**src/rtl/cdb_pkg.sv**
```systemverilog
// ----------------------------------------------------------------------------
// cdb_pkg
// Shared types, constants and the cosine table function for the DFT bin unit.
// ----------------------------------------------------------------------------
package cdb_pkg;

  localparam logic CMD_LOAD    = 1'b0;
  localparam logic CMD_COMPUTE = 1'b1;

  localparam logic [7:0] DIVISOR_RESET = 8'd10;
  localparam logic [63:0] Q30_ONE = 64'd1 << 30;
  localparam logic [63:0] TWO_PI_Q30 = 64'd6746518852;

  // One queued item, already classified by the front end.
  typedef struct packed {
    logic        is_load;
    logic        first;
    logic [15:0] smp;
    logic [15:0] freq;
  } cdb_item_t;

  function automatic logic [63:0] angle_q30(input logic [63:0] a);
    logic [127:0] p;
    p = 128'(a) * 128'(TWO_PI_Q30) + (128'd1 << 31);
    return p[95:32];
  endfunction

  function automatic logic [63:0] cos_q30(input logic [63:0] th);
    logic [63:0] x2;
    logic [63:0] h;
    x2 = (th * th + (64'd1 << 29)) >> 30;
    h = Q30_ONE;
    h = Q30_ONE - ((x2 * h) >> 30) / 90;
    h = Q30_ONE - ((x2 * h) >> 30) / 56;
    h = Q30_ONE - ((x2 * h) >> 30) / 30;
    h = Q30_ONE - ((x2 * h) >> 30) / 12;
    h = Q30_ONE - ((x2 * h) >> 30) / 2;
    return h;
  endfunction

  function automatic logic [63:0] sin_q30(input logic [63:0] th);
    logic [63:0] x2;
    logic [63:0] h;
    x2 = (th * th + (64'd1 << 29)) >> 30;
    h = Q30_ONE;
    h = Q30_ONE - ((x2 * h) >> 30) / 110;
    h = Q30_ONE - ((x2 * h) >> 30) / 72;
    h = Q30_ONE - ((x2 * h) >> 30) / 42;
    h = Q30_ONE - ((x2 * h) >> 30) / 20;
    h = Q30_ONE - ((x2 * h) >> 30) / 6;
    return (th * h) >> 30;
  endfunction

  // Q1.15 cosine of k/Depth turns, evaluated at elaboration for a constant table.
  function automatic logic signed [15:0] cos_entry(input int k, input int Depth);
    logic [63:0] tq;
    logic [63:0] r;
    logic [63:0] c;
    logic [63:0] s;
    logic [63:0] v;
    logic [63:0] m;
    logic [1:0]  q;
    logic        neg;
    tq = ((64'(k) << 32) / Depth) & 64'hFFFF_FFFF;
    q = tq[31:30];
    r = tq & 64'h3FFF_FFFF;
    if (r <= (64'd1 << 29)) begin
      c = cos_q30(angle_q30(r));
      s = sin_q30(angle_q30(r));
    end else begin
      c = sin_q30(angle_q30(Q30_ONE - r));
      s = cos_q30(angle_q30(Q30_ONE - r));
    end
    case (q)
      2'd0: begin v = c; neg = 1'b0; end
      2'd1: begin v = s; neg = 1'b1; end
      2'd2: begin v = c; neg = 1'b1; end
      default: begin v = s; neg = 1'b0; end
    endcase
    m = (v + (64'd1 << 14)) >> 15;
    if (m > 64'd32767) m = 64'd32767;
    return neg ? -$signed(m[15:0]) : $signed(m[15:0]);
  endfunction

endpackage

```
**src/rtl/cdb_front.sv**
```systemverilog
// ----------------------------------------------------------------------------
// cdb_front
// Accepts items, classifies them and holds them in a short queue.
// ----------------------------------------------------------------------------
module cdb_front
  import cdb_pkg::*;
#(
  parameter int QDEPTH = 2
) (
  input  logic        clk,
  input  logic        rst_n,
  input  logic        in_valid,
  output logic        in_stall,
  input  logic        in_command,
  input  logic        in_first_sample,
  input  logic [15:0] in_sample,
  input  logic [15:0] in_frequency_index,
  output logic        q_valid,
  input  logic        q_pop,
  output cdb_item_t   q_item
);

  localparam int AW = (QDEPTH > 1) ? $clog2(QDEPTH) : 1;

  cdb_item_t     slot_r [QDEPTH];
  logic [AW-1:0] wp_r, wp_nxt, rp_r, rp_nxt;
  logic [AW:0]   cnt_r, cnt_nxt;
  logic          push;

  assign in_stall = (cnt_r == (AW+1)'(QDEPTH));
  assign push     = in_valid && !in_stall;
  assign q_valid  = (cnt_r != '0);
  assign q_item   = slot_r[rp_r];

  // Queue pointers wrap at the depth.
  always_comb begin
    wp_nxt = wp_r;
    rp_nxt = rp_r;
    if (push) wp_nxt = (wp_r == AW'(QDEPTH - 1)) ? '0 : wp_r + 1'b1;
    if (q_pop) rp_nxt = (rp_r == AW'(QDEPTH - 1)) ? '0 : rp_r + 1'b1;
    cnt_nxt = cnt_r + (AW+1)'(push) - (AW+1)'(q_pop);
  end

  always_ff @(posedge clk) begin
    if (!rst_n) begin
      wp_r  <= '0;
      rp_r  <= '0;
      cnt_r <= '0;
    end else begin
      wp_r  <= wp_nxt;
      rp_r  <= rp_nxt;
      cnt_r <= cnt_nxt;
    end
    if (push) begin
      slot_r[wp_r].is_load <= (in_command == CMD_LOAD);
      slot_r[wp_r].first   <= in_first_sample;
      slot_r[wp_r].smp     <= in_sample;
      slot_r[wp_r].freq    <= in_frequency_index;
    end
  end

endmodule

```
**config.mk**
```make
export PLATFORM = sky130hd
export DESIGN_NAME = cdb_front
export DESIGN_NICKNAME = d
export VERILOG_FILES = /design/src/rtl/cdb_pkg.sv /design/src/rtl/cdb_front.sv
export SDC_FILE = /design/constraint.sdc
export NUM_CORES = 1
export LEC_CHECK = 0
export ABC_AREA = 1
export BUFFER_PORTS_ARGS = -buffer_cell sky130_fd_sc_hd__buf_2
export CAP_MARGIN = 30
export CORE_MARGIN = 2
export CORE_UTILIZATION = 47
export DETAILED_ROUTE_END_ITERATION = 10
export PLACE_DENSITY = 0.82
export SYNTH_ARGS = -nofsm -noshare
export SYNTH_HDL_FRONTEND = slang
export SYNTH_SLANG_ARGS = --single-unit
```
**constraint.sdc**
```tcl
create_clock -name clk -period 2.6 [get_ports clk]
set_clock_uncertainty 0.05 [all_clocks]
set_input_delay 0.26 -clock clk [delete_from_list [all_inputs] [get_ports clk]]
set_output_delay 0.26 -clock clk [all_outputs]
set_load 0.03 [all_outputs]
```
Word-level counts from Yosys, hierarchy flattened --
Memories as Yosys holds them, arrays and structs flattened. A register that Yosys moved wholly into a read port is not among the register bits. Cells that the tools add are included.
Word-level totals: memories kept 1, memory bits (writable) 68, logic and storage cells 19, bits in registers 4, latch bits 0, output and inout bits 36, bits of input ports 38, ROM bits 0
Operators by class: muxes and demuxes 6, divide/modulo/power cells 0, bitwise logic cells 1, $mul 0, order comparisons 0, shift-type cells 0, add/subtract/negate cells 4, equal/unequal tests 1, reduce and logical (&&, ||, !) cells 3
Memory list:
- slot_r | depth 2, width 34, rd ports 1, clocked after Yosys merged registers in 1, write ports 1, line cdb_front.sv:25 | cdb_item_t slot_r [QDEPTH];
Operators with widths (number):
- 2-to-1 mux 1 bit | 6
- adder 1 bit (second input constant) | 2
- adder 2 x 1 -> 2 bit | 1
- equality test 2 bit (second input constant) | 1
- nonzero test 2 bit | 1
- subtractor 2 x 1 -> 2 bit | 1
- logical AND 1 bit | 1
- zero test 1 bit | 1
- NOT 1 bit | 1

Depth between registers and ports, before layout --
depth after elaboration 5, mapped depth 11, mapped depth without buffers 11

Worst setup path before layout --
No wires, ideal clock.
path type register -> register, start register cnt_r[0], end memory slot_r[0][0] (netlist bit) (enable), setup time 0.425 ns, stages on the path, launching flop included 5, data arrival time 1.972 ns, period minus slack after synthesis 2.447 ns, required time 2.125 ns, path slack 0.153 ns, buffers on the path 0, path through dfxtp_1 -> inv_1 -> nand2_1 -> nand2_1 -> nor2_1
Between the ends: cells in the longest elaborated chain, start to end 5
RTL lines:
- from (decl) | line cdb_front.sv:27 | logic [AW:0] cnt_r, cnt_nxt;
- from (signal assigned) | line cdb_front.sv:52 | cnt_r <= cnt_nxt;
- equality test 2 bit | line cdb_front.sv:30 | assign in_stall = (cnt_r == (AW+1)'(QDEPTH));
- zero test 1 bit | line cdb_front.sv:31 | assign push = in_valid && !in_stall;
- logical AND 1 bit | line cdb_front.sv:31
- 2-to-1 mux 1 bit | line cdb_front.sv:54 | if (push) begin
- 2-to-1 mux 1 bit (not written as such) | line cdb_front.sv:58 | slot_r[wp_r].freq <= in_frequency_index;
- to (decl) | line cdb_front.sv:25
Every way passes these cells.

==> results_dict.tcl <==
set metrics [dict create \
    required_ps 2290 \
    cts.hold.buffers_added 0 \
    grt_setup_unrepaired "no" \
    cts_resized 0 \
    core_area_um2 5890 \
    dr_wl_met3_um 236 \
    postSynthAreaPerCell_um2 20.1 \
    wl_met1_um 1680 \
    dieArea_um2 6700 \
    r2r-start "cnt_r[0]" \
    grt_pass1_wl_um 6440 \
    gr-total-overflow 0 \
    cts_setup_buffers 0 \
    setup-tns-final_ps 0 \
    netlist_top_cells_area "edfxtp_1 (72%), mux2_4 (16%), dfxtp_1 (3.5%)" \
    ant_nets 0 \
    hold_start "in_sample[5]" \
    port_buffers 73 \
    irDropWorstVdd_uv 460 \
    slew_headroom 0.698 \
    drtPass1Iterations 4 \
    reg2reg_to "cnt_r[1]" \
    multi_input_area_um2 608 \
    dr_wl_met2_um 2380 \
    num_antenna_cells 0 \
    cap_violations 0 \
    post-route-util 0.598 \
    path_class "reg2out" \
    synth_seq_area_share 0.752 \
    p_leak_uw 0.00145 \
    die_y_um 81.8 \
    synth_top_area_share 0.717 \
    cp-start-kind "flip-flop" \
    io_pins 74 \
    synth-seq-cells 73 \
    status "complete, no violations" \
    ctsHtreeMaxLevel 3 \
    drtIter0Drc 52 \
    top_layer_used "met4" \
    hold_depth 1 \
    syn_inst 142 \
    slew_violations 0 \
    end_kind "output port" \
    setup_viol 0 \
    clock_path_buffers 2 \
    hp-class "in2reg" \
    cts_buffers 9 \
    rows 28 \
    grt_max_degree 35 \
    syn_area_um2 2850 \
    place_hpwl_um 3020 \
    antenna_found_initial 0 \
    hold_end "slot_r[1][21]" \
    fin_crit_sh 0.752 \
    ys_types 12 \
    layout.area.seq_um2 2140 \
    grt_pass1_vias 1419 \
    clock-sinks 73 \
    grt_usage 0.138 \
    wirelength_um 4410 \
    root_buffer "clkbuf_8" \
    dieWidth_um 81.8 \
    start_util 0.484 \
    clkSlewWorstSetupHoldPaths_ps 80 \
    ff2ff_path_depth 10 \
    clkLatencyLatePin_ps 330 \
    wire_per_inst_um 14.4 \
    area_delta_synth_final_pct 23.6 \
    hold_viol 0 \
    fill_cells 445 \
    tritoncts "yes" \
    synth_nets 182 \
    power-per-cell-area_nw_per_um2 834 \
    vias 1449 \
    ys_warn_count 0 \
    synth_top_cell_by_area "edfxtp_1" \
    final_layout_size_suffix_gt1_frac 0.550 \
    path_max_fanout 26 \
    max_clock_freq_mhz 511 \
    reg2reg_slack_ps 1000 \
    viasPerCell 4.74 \
    arrival_ps 1650 \
    period_needed_ps 1960 \
    final_nets 266 \
    place.gp.congestion 0.723 \
    worstMarginPinSlew_ps 453 \
    drc 0 \
]
## worst max-delay path, cell delays in order (launching register included)
cell     delay [ps]
dfxtp_2         510
buf_12          270
mux2_2          360
buf_2           180
## worst max path at each step
stage	from	to	slack (ps)	cells past startpoint
2_1_floorplan	cnt_r[0]	slot_r[0][0]	150	4
3_3_place_gp	flip-flop	q_item[21]	1000	3
3_5_place_dp	flip-flop	q_item[21]	980	3
4_1_cts	flip-flop	q_item[21]	600	3
5_1_grt	flip-flop	q_item[21]	570	3
6_report	flip-flop	q_item[21]	640	3
## cell type report
cell class | instances | area share
Clock buffer | 10 | 0.0362
Sequential cell | 73 | 0.609
Clock inverter | 6 | 0.0302
Timing Repair Buffer | 77 | 0.116
Inverter | 9 | 0.00959
Tap cell | 75 | 0.0267
Multi-Input combinational cell | 56 | 0.173
## flip-flops by register name, indices dropped and copies added, names as in the netlist, named ones only
signal  flops
cnt_r       2
rp_r        1
slot_r     68
wp_r        1
## kinds of logic (layout without fill, tap and decap cells)
family	count (synthesis)	in the layout	synth area share
compound gates	2	2	0.00352
buf+inv	13	102	0.0369
mux	34	34	0.174
fa+ha+maj	2	2	0.00879
flops	73	73	0.752
simple gates	18	18	0.0246
## cells in the mapped netlist (all sizes together)
library cell  number
a21oi              2
nand2             10
nand3              2
mux2              34
inv                9
edfxtp            68
buf                4
ha                 2
dfxtp              5
nor2               6
## placed cells by master (no fill, tap or decap)
cell type,Yosys,final
edfxtp_1,68,68
nor2_4,0,1
clkbuf_1,0,1
buf_2,0,73
mux2_4,30,30
nand3_1,2,2
clkinv_1,0,1
buf_4,0,3
ha_1,2,2
inv_1,9,9
mux2_2,4,4
clkinvlp_4,0,1
clkinv_2,0,1
a21oi_1,2,2
dfxtp_2,0,1
dfxtp_1,5,4
nand2_1,10,10
bufinv_16,0,3
clkbuf_8,0,9
buf_12,3,1
nor2_1,6,5
## per-stage QoR
stage / cell area, um^2 / hold WS, ps / power, uW / instances / setup slack (ps)
floorplan: 2850 / 303 / 1820 / 142 / 153
global placement: 3290 / 398 / 1940 / 290 / 995
detailed placement: 3290 / 401 / 1950 / 290 / 979
CTS: 3520 / 38.1 / 2980 / 306 / 600
global route: 3520 / 41.6 / 3050 / 306 / 571
finish: 3520 / 60.0 / 2940 / 306 / 644
## power by group
part,internal [uW],switching [uW]
Combinational,188,297
Sequential,1400,32.6
Clock,633,384
Total,2220,713
## per-layer routing
metal,GRT usage,up-vias
met4,0.110,0
li1,-,698
met1,0.140,690
met2,0.239,51
met5,0,-
met3,0.0363,10
Note: power is estimated with default switching activity, not from simulation.
